[config.mk]
export PLATFORM = sky130hd
export DESIGN_NAME = ring_stack_valid_scan_pop
export DESIGN_NICKNAME = d
export VERILOG_FILES = /design/src/hw/rtl/rsvs_pkg.sv /design/src/hw/rtl/ring_stack_valid_scan_pop.sv /design/src/hw/rtl/rsvs_mem.sv /design/src/hw/rtl/rsvs_scan.sv
export SDC_FILE = /design/constraint.sdc
export NUM_CORES = 1
export LEC_CHECK = 0
export ABC_AREA = 0
export BUFFER_PORTS_ARGS = -buffer_cell sky130_fd_sc_hd__buf_4
export CAP_MARGIN = 20
export CORE_AREA = 4 4 235 191
export DETAILED_ROUTE_END_ITERATION = 12
export DIE_AREA = 0 0 239 195
export MAX_ROUTING_LAYER = met4
export PLACE_DENSITY = 0.78
export SLEW_MARGIN = 15
export SYNTH_ARGS = -nofsm -noshare
export SYNTH_HDL_FRONTEND = slang
export SYNTH_SLANG_ARGS = --single-unit
[constraint.sdc]
create_clock -name clk -period 4 [get_ports clk]
set_clock_uncertainty 0.05 [all_clocks]
set_input_delay 0.2 -clock clk [delete_from_list [all_inputs] [get_ports clk]]
set_output_delay 0.2 -clock clk [all_outputs]
set_load 0.05 [all_outputs]
[src/hw/rtl/rsvs_pkg.sv]
// ----------------------------------------------------------------------------
// rsvs_pkg
// Shared types and constants for the ring stack with valid-scan pop.
// ----------------------------------------------------------------------------
package rsvs_pkg;

  localparam int DEPTH_DEFAULT    = 16;
  localparam int PAYLOAD_BITS     = 32;
  localparam int TYPE_BITS        = 8;
  // Only types 1 to 3 are ever read back, so two bits of type are stored.
  localparam int STORED_TYPE_BITS = 2;

  localparam logic [TYPE_BITS-1:0] TYPE_VALID_LOW  = 8'd1;
  localparam logic [TYPE_BITS-1:0] TYPE_VALID_HIGH = 8'd3;

  typedef enum logic {
    OP_PUSH = 1'b0,
    OP_POP  = 1'b1
  } op_t;

  typedef struct packed {
    op_t                     op;
    logic [TYPE_BITS-1:0]    entry_type;
    logic [PAYLOAD_BITS-1:0] entry_payload;
  } req_t;

  typedef struct packed {
    logic                    found;
    logic [TYPE_BITS-1:0]    out_type;
    logic [PAYLOAD_BITS-1:0] out_payload;
  } rsp_t;

  typedef enum logic [1:0] {
    ST_IDLE,
    ST_SEARCH,
    ST_READ,
    ST_DONE
  } state_t;

  typedef struct packed {
    logic wr_en;
    logic rd_en;
  } mem_ctl_t;

  function automatic logic is_valid_type(logic [TYPE_BITS-1:0] t);
    return (t >= TYPE_VALID_LOW) && (t <= TYPE_VALID_HIGH);
  endfunction

endpackage

[src/hw/rtl/ring_stack_valid_scan_pop.sv]
// ----------------------------------------------------------------------------
// ring_stack_valid_scan_pop
// Ring of slots with a head pointer; push at the head, pop the nearest
// valid entry behind it.
// ----------------------------------------------------------------------------
// A push request writes type and payload into the slot at the head and
// advances the head, and the next request may follow at once.
// A pop request passes these steps before its result is offered: it latches
// the valid marks rotated by the head, runs the priority search, which
// also reads the slot memory into its registered output, is held in the
// read state, and loads the output register. A pop that finds nothing
// skips the read state. The state sequence sets these steps; the memory's
// registered read latency is absorbed by the search step. A
// loaded result waits in the output register while the next request is
// taken; a pop reaching its load step waits until the previous result has
// gone. Valid marks live in flip-flops cleared by reset, so no clearing pass
// is needed after reset. Only types 1 to 3 count as valid; any other type
// pushed leaves the slot free. An empty pop returns found clear with zero
// type and payload and leaves the head where it was.
// ----------------------------------------------------------------------------
module ring_stack_valid_scan_pop
  import rsvs_pkg::*;
#(
  parameter int DEPTH = DEPTH_DEFAULT,
  localparam int PTR_W = $clog2(DEPTH),
  localparam int MEM_W = STORED_TYPE_BITS + PAYLOAD_BITS
) (
  input  logic clk,
  input  logic rst,
  input  logic req_valid,
  output logic req_stall,
  input  req_t req,
  output logic rsp_valid,
  input  logic rsp_stall,
  output rsp_t rsp
);

  state_t           state;
  state_t           state_next;
  logic [PTR_W-1:0] head;
  logic [DEPTH-1:0] valid;
  logic             hit_q;

  logic             req_take;
  logic             do_push;
  logic             do_pop;
  logic             rsp_load;
  logic             scan_hit;
  logic [PTR_W-1:0] scan_pos;
  logic [PTR_W-1:0] head_inc;
  mem_ctl_t         mem_ctl;
  logic [MEM_W-1:0] mem_wr_data;
  logic [MEM_W-1:0] mem_rd_data;

  // Take requests only when nothing is in flight.
  assign req_stall = (state != ST_IDLE);
  assign req_take  = req_valid && !req_stall;
  assign do_push   = req_take && (req.op == OP_PUSH);
  assign do_pop    = req_take && (req.op == OP_POP);
  assign rsp_load  = (state == ST_DONE) && (!rsp_valid || !rsp_stall);

  assign head_inc = (head == PTR_W'(DEPTH - 1)) ? '0 : head + PTR_W'(1);

  // Keep only the low type bits; a slot is read back only when its type was 1 to 3.
  assign mem_wr_data = {req.entry_type[STORED_TYPE_BITS-1:0], req.entry_payload};

  rsvs_scan #(
    .DEPTH (DEPTH)
  ) u_scan (
    .clk   (clk),
    .start (do_pop),
    .head  (head),
    .valid (valid),
    .hit   (scan_hit),
    .pos   (scan_pos)
  );

  rsvs_mem #(
    .DEPTH (DEPTH),
    .WIDTH (MEM_W)
  ) u_mem (
    .clk     (clk),
    .ctl     (mem_ctl),
    .wr_addr (head),
    .wr_data (mem_wr_data),
    .rd_addr (scan_pos),
    .rd_data (mem_rd_data)
  );

  // Next state.
  always_comb begin
    state_next = state;
    unique case (state)
      ST_IDLE: begin
        if (do_pop) begin
          state_next = ST_SEARCH;
        end
      end
      ST_SEARCH: begin
        state_next = scan_hit ? ST_READ : ST_DONE;
      end
      ST_READ: begin
        state_next = ST_DONE;
      end
      ST_DONE: begin
        if (rsp_load) begin
          state_next = ST_IDLE;
        end
      end
      default: begin
        state_next = ST_IDLE;
      end
    endcase
  end

  // Memory strobes per state.
  always_comb begin
    mem_ctl = '0;
    unique case (state)
      ST_IDLE: begin
        mem_ctl.wr_en = do_push;
      end
      ST_SEARCH: begin
        mem_ctl.rd_en = scan_hit;
      end
      ST_READ, ST_DONE: begin
        mem_ctl = '0;
      end
      default: begin
        mem_ctl = '0;
      end
    endcase
  end

  always_ff @(posedge clk) begin
    if (rst) begin
      state <= ST_IDLE;
    end else begin
      state <= state_next;
    end
  end

  // Head pointer and valid marks: advance on push, drop the found mark on pop.
  always_ff @(posedge clk) begin
    if (rst) begin
      head  <= '0;
      valid <= '0;
    end else if (do_push) begin
      head        <= head_inc;
      valid[head] <= is_valid_type(req.entry_type);
    end else if ((state == ST_SEARCH) && scan_hit) begin
      head            <= scan_pos;
      valid[scan_pos] <= 1'b0;
    end
  end

  always_ff @(posedge clk) begin
    if (state == ST_SEARCH) begin
      hit_q <= scan_hit;
    end
  end

  // Output register: hold while stalled, load a finished pop when free.
  always_ff @(posedge clk) begin
    if (rst) begin
      rsp_valid <= 1'b0;
    end else if (rsp_load) begin
      rsp_valid <= 1'b1;
    end else if (!rsp_stall) begin
      rsp_valid <= 1'b0;
    end
  end

  always_ff @(posedge clk) begin
    if (rsp_load) begin
      if (hit_q) begin
        rsp.found       <= 1'b1;
        rsp.out_type    <= TYPE_BITS'(mem_rd_data[MEM_W-1:PAYLOAD_BITS]);
        rsp.out_payload <= mem_rd_data[PAYLOAD_BITS-1:0];
      end else begin
        rsp <= '0;
      end
    end
  end

  // A found entry always carries a valid type.
  a_found_type : assert property (@(posedge clk) disable iff (rst)
    rsp_valid && rsp.found |->
      (rsp.out_type >= TYPE_VALID_LOW) && (rsp.out_type <= TYPE_VALID_HIGH))
    else $error("popped entry carries an invalid type");

  // An empty pop returns all zero.
  a_empty_zero : assert property (@(posedge clk) disable iff (rst)
    rsp_valid && !rsp.found |-> (rsp.out_type == '0) && (rsp.out_payload == '0))
    else $error("empty pop returned non-zero data");

  // A hit moves the head onto the found slot and frees it.
  a_hit_head : assert property (@(posedge clk) disable iff (rst)
    (state == ST_SEARCH) && scan_hit |=>
      (head == $past(scan_pos)) && !valid[$past(scan_pos)])
    else $error("head or valid mark wrong after pop hit");

  // The search only reports a hit on a slot that is marked valid.
  a_hit_valid : assert property (@(posedge clk) disable iff (rst)
    (state == ST_SEARCH) && scan_hit |-> valid[scan_pos])
    else $error("search hit on a free slot");

endmodule

[src/hw/rtl/rsvs_mem.sv]
// ----------------------------------------------------------------------------
// rsvs_mem
// Slot memory: one write port, one read port, registered read data.
// ----------------------------------------------------------------------------
module rsvs_mem
  import rsvs_pkg::*;
#(
  parameter int DEPTH = DEPTH_DEFAULT,
  parameter int WIDTH = STORED_TYPE_BITS + PAYLOAD_BITS,
  localparam int PTR_W = $clog2(DEPTH)
) (
  input  logic             clk,
  input  mem_ctl_t         ctl,
  input  logic [PTR_W-1:0] wr_addr,
  input  logic [WIDTH-1:0] wr_data,
  input  logic [PTR_W-1:0] rd_addr,
  output logic [WIDTH-1:0] rd_data
);

  logic [WIDTH-1:0] mem [DEPTH];

  always_ff @(posedge clk) begin
    if (ctl.wr_en) begin
      mem[wr_addr] <= wr_data;
    end
  end

  // Hold read data until the next read.
  always_ff @(posedge clk) begin
    if (ctl.rd_en) begin
      rd_data <= mem[rd_addr];
    end
  end

endmodule

[src/hw/rtl/rsvs_scan.sv]
// ----------------------------------------------------------------------------
// rsvs_scan
// Rotated priority search: find the nearest valid slot below the head.
// ----------------------------------------------------------------------------
module rsvs_scan
  import rsvs_pkg::*;
#(
  parameter int DEPTH = DEPTH_DEFAULT,
  localparam int PTR_W = $clog2(DEPTH)
) (
  input  logic             clk,
  input  logic             start,
  input  logic [PTR_W-1:0] head,
  input  logic [DEPTH-1:0] valid,
  output logic             hit,
  output logic [PTR_W-1:0] pos
);

  localparam logic [PTR_W:0] DEPTH_W = (PTR_W+1)'(DEPTH);

  logic [DEPTH-1:0] rot;
  logic [DEPTH-1:0] rot_next;
  logic [PTR_W-1:0] head_q;
  logic [PTR_W:0]   back [DEPTH];
  logic [PTR_W-1:0] off;
  logic [PTR_W:0]   step;

  // rot[k] is the slot k+1 places behind the head, wrapping round the ring.
  always_comb begin
    for (int k = 0; k < DEPTH; k++) begin
      if ({1'b0, head} >= (PTR_W+1)'(k + 1)) begin
        back[k] = {1'b0, head} - (PTR_W+1)'(k + 1);
      end else begin
        back[k] = {1'b0, head} + DEPTH_W - (PTR_W+1)'(k + 1);
      end
      rot_next[k] = valid[back[k][PTR_W-1:0]];
    end
  end

  always_ff @(posedge clk) begin
    if (start) begin
      rot    <= rot_next;
      head_q <= head;
    end
  end

  // Lowest set bit of the rotated vector is the nearest valid slot.
  always_comb begin
    off = '0;
    for (int k = DEPTH - 1; k >= 0; k--) begin
      if (rot[k]) begin
        off = PTR_W'(k);
      end
    end
  end

  assign hit  = |rot;
  assign step = {1'b0, off} + (PTR_W+1)'(1);

  always_comb begin
    if ({1'b0, head_q} >= step) begin
      pos = PTR_W'({1'b0, head_q} - step);
    end else begin
      pos = PTR_W'({1'b0, head_q} + DEPTH_W - step);
    end
  end

endmodule
* Word-level counts from Yosys, hierarchy flattened
Memories as Yosys holds them, arrays and structs flattened. A register that Yosys moved wholly into a read port is not among the register bits.
Index checks and enable logic that the tools add are counted.
** Storage, ports and cells
- Output and inout bits :: 43
- Bits in registers :: 85
- Bits of input ports :: 45
- Memories :: 1
- RAM bits :: 544
** Operators by class
- Equality and inequality tests :: 7
- $lt $le $gt $ge :: 38
- $add $sub $neg :: 37
- Mux-type cells :: 85
- Bitwise gates (word level) :: 3
- Reductions and logical operators :: 17
** Memories
- u_mem.mem :: words 16, width 34, read ports 1, clocked after Yosys merged registers in 1, write ports 1, line rsvs_mem.sv:20 : logic [WIDTH-1:0] mem [DEPTH];
** Operators with widths (number)
- $mux W4 :: 35
- $lt A4 B5 Y1 const B :: 18
- $bmux W1 S4 :: 16
- $sub A4 B4 Y4 const B :: 16
- $mux W41 :: 1
- $ge A4 B4 Y1 const B :: 8
- $mux W16 :: 2
- $sub A4 B3 Y4 const B :: 8
- $mux W1 :: 25
- $and A16 B16 Y16 :: 1
- $bwmux W16 :: 1
- $ge A4 B3 Y1 const B :: 4
- $not A16 Y16 :: 1
- $reduce_or A16 Y1 :: 1
- $sub A4 B2 Y4 const B :: 4
- $add A4 B1 Y4 const B :: 3
- $ge A4 B1 Y1 const B :: 3
- $sub A4 B1 Y4 const B :: 3
- $demux W1 S4 :: 2
- $ge A4 B2 Y1 const B :: 2
- $ge A8 B1 Y1 const B :: 1
- $le A8 B2 Y1 const B :: 1
- $logic_and A1 B1 Y1 :: 8
- $pmux W2 S4 :: 1
- other kinds (15) :: 22

* Longest topological paths before layout
Gate-level depths: netlist of run 1.
- Depth in word-level cells :: 27
- Gate-level depth with buffers :: 17
- Mapped depth without buffers :: 15

* Modules after synthesis
A second synthesis of run 1 with hierarchy kept.
** Unflattened totals
- Cells, all modules :: 1282
- Area, all modules :: 26055.0 µm²
** By module, submodules not included
- rsvs_mem :: sequential area each 17356.6 µm², area an instance 21416.8 µm², instances 1, cells each 888
- ring_stack_valid_scan_pop :: sequential area each 1541.5 µm², area an instance 2757.6 µm², instances 1, cells each 245
- rsvs_scan :: sequential area each 600.6 µm², area an instance 1880.6 µm², instances 1, cells each 149

* Least setup slack after synthesis of run 1
Ideal clock, no wire load.
- Path kind :: reg2reg
- From :: reg state[1]
- To :: reg rsp[0] (netlist name) (enable)
- Setup slack :: 346 ps
- Arrival :: 3123 ps
- Setup time :: 481 ps
- Data required time :: 3469 ps
- Stages on the path, launching flop included :: 3
- Buffers on the path :: 0
- Cell sequence :: dfxtp_1 -> ha_1 -> a21boi_0
** On the way
- Longest elaborated chain between the ends :: 2
** RTL lines
- start, declared :: line ring_stack_valid_scan_pop.sv:38 : state_t state;
- start signal, assigned :: line ring_stack_valid_scan_pop.sv:139 : state <= state_next;
- $eq A2 B2 Y1 :: line ring_stack_valid_scan_pop.sv:60 : assign rsp_load = (state == ST_DONE) && (!rsp_valid || !rsp_stall);
- $logic_and A1 B1 Y1 :: line ring_stack_valid_scan_pop.sv:60
- net rsp_load :: line ring_stack_valid_scan_pop.sv:47 : logic rsp_load;
- end, declared :: line ring_stack_valid_scan_pop.sv:35 : output rsp_t rsp
The timed path passes the listed nets, and every way through them passes these cells.
A chain may end at the register's enable or synchronous reset.

* Worst setup path after layout of run 1
- From :: reg u_scan.rot[14]
- To :: reg u_mem.rd_data[12] (read register of u_mem.mem) (data pin)
** On the way
- Longest elaborated chain between the ends :: 18
** RTL lines
- start, declared :: line rsvs_scan.sv:21 : logic [DEPTH-1:0] rot;
- start signal, assigned :: line rsvs_scan.sv:42 : rot <= rot_next;
- $mux W4 (15 in series) :: line rsvs_scan.sv:51 : if (rot[k]) begin
- $add A4 B1 Y5 :: line rsvs_scan.sv:58 : assign step = {1'b0, off} + (PTR_W+1)'(1);
- $sub A4 B4 Y4, or another cell as far along :: line rsvs_scan.sv:64 : pos = PTR_W'({1'b0, head_q} + DEPTH_W - step);
- $mux W4 :: line rsvs_scan.sv:61 : if ({1'b0, head_q} >= step) begin
- end, declared :: line rsvs_mem.sv:17 : output logic [WIDTH-1:0] rd_data
Parallel ways exist; a longest one is shown, timed or not.

==> results by group, run 1 <==
Timing
  – Post-route clock period utilization: 0.987
  – Hold_ws: between 0.1 and 0.15 ns
  – Max-slew headroom: 0.419
  – Fmax: about 250 MHz
  – Final Max Slew Viols: 0
  – Total Neg Setup Slack: 0 ns
  – Final Hold Viols: 0
  – Setup violators final: 0
  – Slew of the pin with the lowest slew margin: a little under 0.9 ns
  – Final worst path period need: slightly below 4 ns

Detailed routing
  – Routed len/inst: between 20 and 30 um
  – Via count: around 14000
  – Initial drt markers: approximately 2100
  – Vias per inst: around 6.7
  – DRC: 0
  – Drt total wl: around 62000 um
  – Drt pass-1 iters: 8
  – Routed Antenna Nets: 0

Global routing
  – Initial antenna violation count: 8
  – Vias in the first global route: 14500
  – Largest net degree at the start of global routing: 71
  – Global Route Usage Sum: 0.275
  – Grt total ovfl: 0
  – First-pass GRT wire length: slightly above 90000 um

Yosys
  – Post-Synthesis Cells: roughly 1400
  – Seq cells post-synth: approximately 660
  – Post-synth cell types: just under 50
  – Most used DFF post-synth: edfxtp_1
  – Mux cell area share after synthesis: 0.143
  – Area contributors post-synth: edfxtp_1 (73%), mux4_2 (13%), nand3_1 (2.9%)
  – Register area share after synthesis: 0.743
  – Synthesized cell area: around 26000 um^2
  – Post-Synth XOR/XNOR Area: 0.00625
  – Post-synthesis area per instance: about 19 um^2
  – Largest family of logic cells by synthesized area: multiplexers
  – EDFF count, synth: 634
  – Synth Warn #: 0
  – Async SR Flop Fraction: 0
  – Synth Area in Compound Gates: 0.0204
  – Most frequent cell after synthesis: edfxtp_1
  – Synth top cells by count: edfxtp_1 (634), mux4_2 (156), nand3_1 (153)
  – Adder-cell share of the synthesized area: 0.0108
  – Synth top area share: 0.726
  – Simple-Gate Fraction of Synth Area: 0.0581
  – Dominant cell type by area after synthesis: edfxtp_1

Critical path
  – Worst endpoint data arrival time: roughly 4.2 ns
  – Worst path buffer plus inverter count: 3
  – Cell family with most CP delay: compound AO/OA/AOI/OAI gates
  – Worst reg2reg setup slack: 0.05 ns
  – Worst Path Class, Setup: register to register
  – FF-to-FF path depth: 18
  – Most used cell, CP: xnor2_2
  – Crit start category: register
  – Worst r2r src: u_scan.rot[14]$_DFFE_PP_
  – Critical Path RT: roughly 4.3 ns
  – Crit-path cells: nor2_1, o31a_1, o31ai_2, a211oi_1, nor3_1, ha_2, xnor2_1, ha_1, a21oi_1, o21ai_1, xnor2_2, xnor2_2, buf_6, xnor2_4, buf_4, clkbuf_16, nand3_2, nand4_1
  – R2R Path End: u_mem.rd_data[12]$_DFFE_PP_
  – Setup crit end kind: register
  – CP max FO: 14
  – Critical path's slowest cell: edfxtp_1
  – Max incr delay on CP: roughly 0.37 ns

Clocking
  – # clock sinks: 657
  – H-tree depth: 2
  – CTS tree: yes
  – Worst-Skew Late Latency: approximately 0.63 ns
  – Clock transition at the registers of the reported paths: roughly 0.07 ns
  – Root buffer cell: clkbuf_16
  – Max clock buf depth: 3
  – Num CTS Buffers: 60

Place
  – Cells after DPL: between 1500 and 2000
  – GPL Wtd Cong: about 0.89
  – Hpwl dp: approximately 33000 um
  – Port bufs: 81
  – Placed Area: around 28000 um^2

Cells and area
  – P&R area growth vs syn: 16.7%
  – Finished Layout Cells: 2150
  – Filler cells: between 2000 and 2500
  – Final instance area: around 31000 um^2
  – Fraction of layout cells with a size suffix above 1: 0.270
  – Total Nets Final: between 1500 and 2000

Power and ir drop
  – Leakage: 10.0 nW
  – PD cells: around 700 nW/um^2
  – Peak VDD IR: between 500 and 600 uV

Hold path
  – Hold path start: req_valid
  – WHS Path Cells: 5
  – Hold crit path type: primary input to register
  – End of the worst hold path: head[0]$_SDFFE_PP0P_

Floorplanning
  – Die X: around 240 um
  – Die area: between 40000 and 50000 um^2
  – # IOs: between 80 and 90
  – Rows: about 70
  – Die Height: between 150 and 200 um
  – Core ar.: roughly 43000 um^2
  – Starting Density: 0.615

Run
  – Max-cap viol count: 0

Status
  – Outcome: complete, no violations
-- cell usage in the layout, fill, tap and decap left out, types with 6 or more instances in the layout --
cell           instances
dlygate4sd3_1         42
dfxtp_1               23
mux2i_1               25
clkbuf_16             61
mux4_2               156
buf_4                121
inv_1                 15
ha_1                  19
clkinv_2              10
a211oi_1              17
bufinv_16              9
a311oi_1              15
buf_12                22
and2_1                35
nand2_1               14
nand4_1               34
clkbuf_1               7
inv_2                 16
edfxtp_1             634
xnor2_1                7
conb_1                 6
nand3_1              152
a21oi_1               26
clkinv_1              12
nor2_1                40
-- worst reg2reg max path, stage by stage (launching register included) --
cell       delay, ns
edfxtp_1        0.37
nor2_1          0.07
o31a_1          0.32
o31ai_2         0.32
a211oi_1        0.12
nor3_1          0.22
ha_2            0.21
xnor2_1         0.07
ha_1            0.34
a21oi_1         0.16
o21ai_1         0.12
xnor2_2         0.24
xnor2_2         0.15
buf_6           0.16
xnor2_4         0.10
buf_4           0.18
clkbuf_16       0.18
nand3_2         0.11
nand4_1         0.17
-- what timing repair did --
item | CTS | global route
hold buffers | 42 | 0
endpoints found under the setup margin | 0 | 50
buffers inserted | 0 | 8
endpoints found under the hold margin | 567 | 0
resized for setup | 0 | 18
-- worst max path at each step --
stage | start | end | slack, ns | depth (start not counted)
after CTS | u_scan.rot[5]$_DFFE_PP_ | u_mem.rd_data[20]$_DFFE_PP_ | 0.10 | 11
after detailed placement | u_scan.rot[5]$_DFFE_PP_ | u_mem.rd_data[28]$_DFFE_PP_ | 0.12 | 10
after global placement | u_scan.rot[5]$_DFFE_PP_ | u_mem.rd_data[27]$_DFFE_PP_ | 0.22 | 10
final | u_scan.rot[14]$_DFFE_PP_ | u_mem.rd_data[12]$_DFFE_PP_ | 0.05 | 18
after floorplan | state[1]$_SDFFE_PP0P_ | rsp[0]$_SDFFCE_PN0P_ | 0.35 | 2
after global routing | u_scan.rot[14]$_DFFE_PP_ | u_mem.rd_data[12]$_DFFE_PP_ | -0.05 | 18
-- state kept, by name (all words and copies together) (netlist names) --
signal         cells
u_mem.mem        544
rsp               35
u_mem.rd_data     34
u_scan.rot        16
valid             16
head               4
u_scan.head_q      4
state              2
hit_q              1
rsp_valid          1
-- final cells by class --
type                       instances  area, um^2  share of cell area
clock inverter                    41         453              0.0148
sequential                       657       19500               0.637
clock buffer                      67        1530              0.0499
inverter                          31         116             0.00380
tap                              560         701              0.0229
timing repair buffer             191        1870              0.0611
antenna                            5        12.5            0.000409
multi-input combinational        598        6430               0.210
-- kinds of logic (layout without fill, tap and decap cells) --
family / count (synthesis) / count (layout)
mux: 181 / 181
buf+inv: 114 / 330
fa+ha+maj: 22 / 22
flops: 657 / 657
simple gates: 295 / 295
other cells: 1 / 11
compound gates: 77 / 77
xor+xnor: 17 / 17
-- power by group --
part	total [W]	leakage (nW)	internal [W]	switching (W)
logic	0.00680	3.13	0.00291	0.00389
registers	0.00847	5.91	0.00826	0.000202
clock network	0.00580	0.962	0.00332	0.00247
total	0.0211	10.0	0.0145	0.00656
-- layer usage --
layer	share of wire	wire length (um)	global-route usage
met5	0	0	-
met2	0.48	30100	0.417
met1	0.39	24000	0.390
met3	0.11	6590	0.0573
met4	0.026	1620	0.0812
-- stage by stage --
step / setup WS (ns) / power (W) / utilization
after floorplan: 0.346 / 0.0128 / -
after global placement: 0.215 / 0.0149 / 0.657
after detailed placement: 0.123 / 0.0150 / 0.657
after CTS: 0.101 / 0.0208 / 0.714
after global routing: -0.0470 / 0.0219 / 0.718
final: 0.0511 / 0.0211 / 0.718
Note: power is estimated with default switching activity, not from simulation.
==> run 2: changes to the inputs <==
SYNTH_HIERARCHICAL = 1   (was default)
==> run 2 against run 1 <==
Against the previous run:
- first-iteration DRC count down 27%
- cell count fell by 4.0%
- clock-buffer cell count grew 3
- largest cell class unchanged
==> results by group, run 2 <==
Status
  – Outcome: complete, no violations

Floorplanning
  – Starting Density: 0.611 (-0.00420)
  – Die Height: 195 um (unchanged)
  – Core ar.: 42600 um^2 (unchanged)
  – Die X: 239 um (unchanged)
  – # IOs: 88 (unchanged)
  – Rows: 68 (unchanged)
  – Die area: 46600 um^2 (unchanged)

Timing
  – Setup violators final: 0 (unchanged)
  – Max-slew headroom: 0.332 (-0.0874)
  – PnR worst setup slack: 0.267 ns (+0.216 ns)
  – Fmax: 268 MHz (+5.8%)
  – Final Hold Viols: 0 (unchanged)
  – Post-route clock period utilization: 0.933 (-0.0540)
  – RSZ-0062 raised after global routing: false
  – Slew of the pin with the lowest slew margin: 1.00 ns (+0.131 ns)
  – Final Max Slew Viols: 0 (unchanged)
  – Total Neg Setup Slack: 0 ns (unchanged)
  – Final worst path period need: 3.73 ns (-0.216 ns)
  – Hold_ws: 0.0240 ns (-0.0860 ns)

Detailed routing
  – DRC: 0 (unchanged)
  – Via count: 13500 (-6.3%)
  – Routed Antenna Nets: 0 (unchanged)
  – Drt total wl: 58700 um (-5.8%)
  – Vias per inst: 6.53 (-2.5%)
  – Initial drt markers: 1547 (-27%)
  – Routed len/inst: 28.4 um (-2.0%)
  – Drt pass-1 iters: 6 (-2)

Yosys
  – Async SR Flop Fraction: 0 (unchanged)
  – EDFF count, synth: 634 (unchanged)
  – Most used DFF post-synth: edfxtp_1
  – Synth Warn #: 6 (+6)
  – Seq cells post-synth: 657 (unchanged)
  – Register area share after synthesis: 0.748 (+0.00510)
  – Synth top cells by count: edfxtp_1 (634), mux4_2 (152), a22oi_1 (68)
  – Area contributors post-synth: edfxtp_1 (73%), mux4_2 (13%), a22oi_1 (2.0%)
  – Post-Synthesis Cells: 1282 (-6.0%)
  – Most frequent cell after synthesis: edfxtp_1
  – Synth top area share: 0.731 (+0.00498)
  – Synthesized cell area: 26100 um^2 (-0.68%)
  – Post-synth cell types: 65 (+33%)
  – Dominant cell type by area after synthesis: edfxtp_1
  – Post-synthesis area per instance: 20.3 um^2 (+5.7%)

Cells and area
  – Fraction of layout cells with a size suffix above 1: 0.273 (+0.00342)
  – Total Nets Final: 1519 (-5.4%)
  – Biggest regs: u_mem/mem (544), rsp (35), u_mem/rd_data (34)
  – Most common cell after layout, fill and taps aside: edfxtp_1
  – Final instance area: 30200 um^2 (-1.5%)
  – P&R area growth vs syn: 15.8%
  – Most frequent cells in the layout: edfxtp_1 (634), mux4_2 (152), buf_4 (114)
  – Final core occ: 0.708 (-0.0104)
  – Max FFs per register: 544 (unchanged)
  – Register Area: 19500 um^2 (unchanged)
  – Filler cells: 2459 (+0.90%)
  – Multi-input logic area: 6280 um^2 (-2.3%)
  – Biggest register: u_mem/mem

Power and ir drop
  – Peak VDD IR: 653 uV (+19%)
  – Leakage: 9.86 nW (-1.4%)
  – PD cells: 674 nW/um^2 (-2.0%)

Run
  – Max-cap viol count: 0 (unchanged)

Global routing
  – Largest net degree at the start of global routing: 57 (-20%)
  – Grt total ovfl: 0 (unchanged)
  – Vias in the first global route: 13700 (-5.7%)
  – First-pass GRT wire length: 87800 um (-4.8%)
  – Initial antenna violation count: 1 (-7)
  – Global Route Usage Sum: 0.263 (-0.0127)

Clocking
  – Max clock buf depth: 3 (unchanged)
  – Root buffer cell: clkbuf_16
  – Clock transition at the registers of the reported paths: 0.07 ns (about the same)
  – Worst-Skew Late Latency: 0.63 ns (about the same)
  – Postcts setup bufs: 0 (unchanged)
  – CTS tree: yes
  – Num CTS Buffers: 59 (-1.7%)
  – # clock sinks: 657 (unchanged)
  – H-tree depth: 2 (unchanged)

Place
  – Worst slack, placed: 0.307 ns (+0.184 ns)
  – Port bufs: 81 (unchanged)
  – Placed Area: 27800 um^2 (-0.63%)
  – GPL Wtd Cong: 0.841 (-5.6%)
  – Hpwl dp: 31100 um (-5.6%)

Critical path
  – Critical Path RT: 4.28 ns (+0.02 ns)
  – CP max FO: 56 (+42)
  – Worst endpoint data arrival time: 4.01 ns (-0.20 ns)
  – Crit start category: register
  – Worst Path Class, Setup: register to register
  – Setup crit end kind: register

Hold path
  – Hold crit path type: primary input to register
[run 2: logic make-up after synthesis]
kind of cell	after synthesis	share of synthesized area
flip-flops	657	0.748
other	1	0.000144
multiplexers	186	0.144
AND/OR/NAND/NOR	174	0.0364
adder cells (fa/ha/maj)	21	0.0104
XOR/XNOR	14	0.00471
AO/OA/AOI/OAI	133	0.0380
buffers and inverters	96	0.0176
[run 2: final cells by class]
class,instances,share of cell area
sequential,657,0.646
multi-input combinational,534,0.208
timing repair buffer,174,0.0549
clock buffer,70,0.0503
tap,560,0.0232
clock inverter,41,0.0132
inverter,27,0.00361
antenna,2,0.000166
[run 2: layer usage]
| layer | vias up | global-route usage | wire length [um] |
|---|---|---|---|
| met3 | 100 | 0.0457 | 5910 |
| met1 | 6957 | 0.370 | 22300 |
| met2 | 773 | 0.412 | 29100 |
| li1 | 5648 | - | - |
| met4 | 0 | 0.0677 | 1350 |
| met5 | - | - | 0 |
[run 2: timing repair]
action                                 in CTS  in global routing
hold buffers                               40                  0
endpoints found under the hold margin     575                  0
gates resized for setup                     0                  0
[run 2: metrics by stage]
step	std cells	power [W]
after floorplan	1287	0.0128
after global placement	1912	0.0146
after detailed placement	1912	0.0148
after CTS	2063	0.0204
after global routing	2064	0.0212
final	2065	0.0203
[run 2: worst paths after layout]
path / startpoint / endpoint / slack, ns / cells after the start
max: u_scan/rot[10]$_DFFE_PP_ / u_mem/rd_data[27]$_DFFE_PP_ / 0.27 / 12
min: req[35] / valid[2]$_SDFFE_PP0P_ / 0.02 / 4
max reg2reg: u_scan/rot[10]$_DFFE_PP_ / u_mem/rd_data[27]$_DFFE_PP_ / 0.27 / 12
min reg2reg: u_mem/rd_data[2]$_DFFE_PP_ / rsp[2]$_SDFFCE_PN0P_ / 0.48 / 1
[run 2: power by group]
group | switching (W) | internal (W) | leakage [nW]
combinational | 0.00351 | 0.00277 | 3.02
sequential | 0.000199 | 0.00828 | 5.91
clock | 0.00247 | 0.00311 | 0.928
[run 2: critical path, cell delays in order (launching register included)]
cell	delay, ns
edfxtp_1	0.43
nor3_1	0.20
o21ai_1	0.10
a311oi_2	0.37
nor2_1	0.10
nor2_1	0.10
ha_1	0.14
inv_1	0.06
fa_4	0.81
buf_12	0.30
mux4_2	0.36
a22oi_1	0.29
nand2_1	0.09
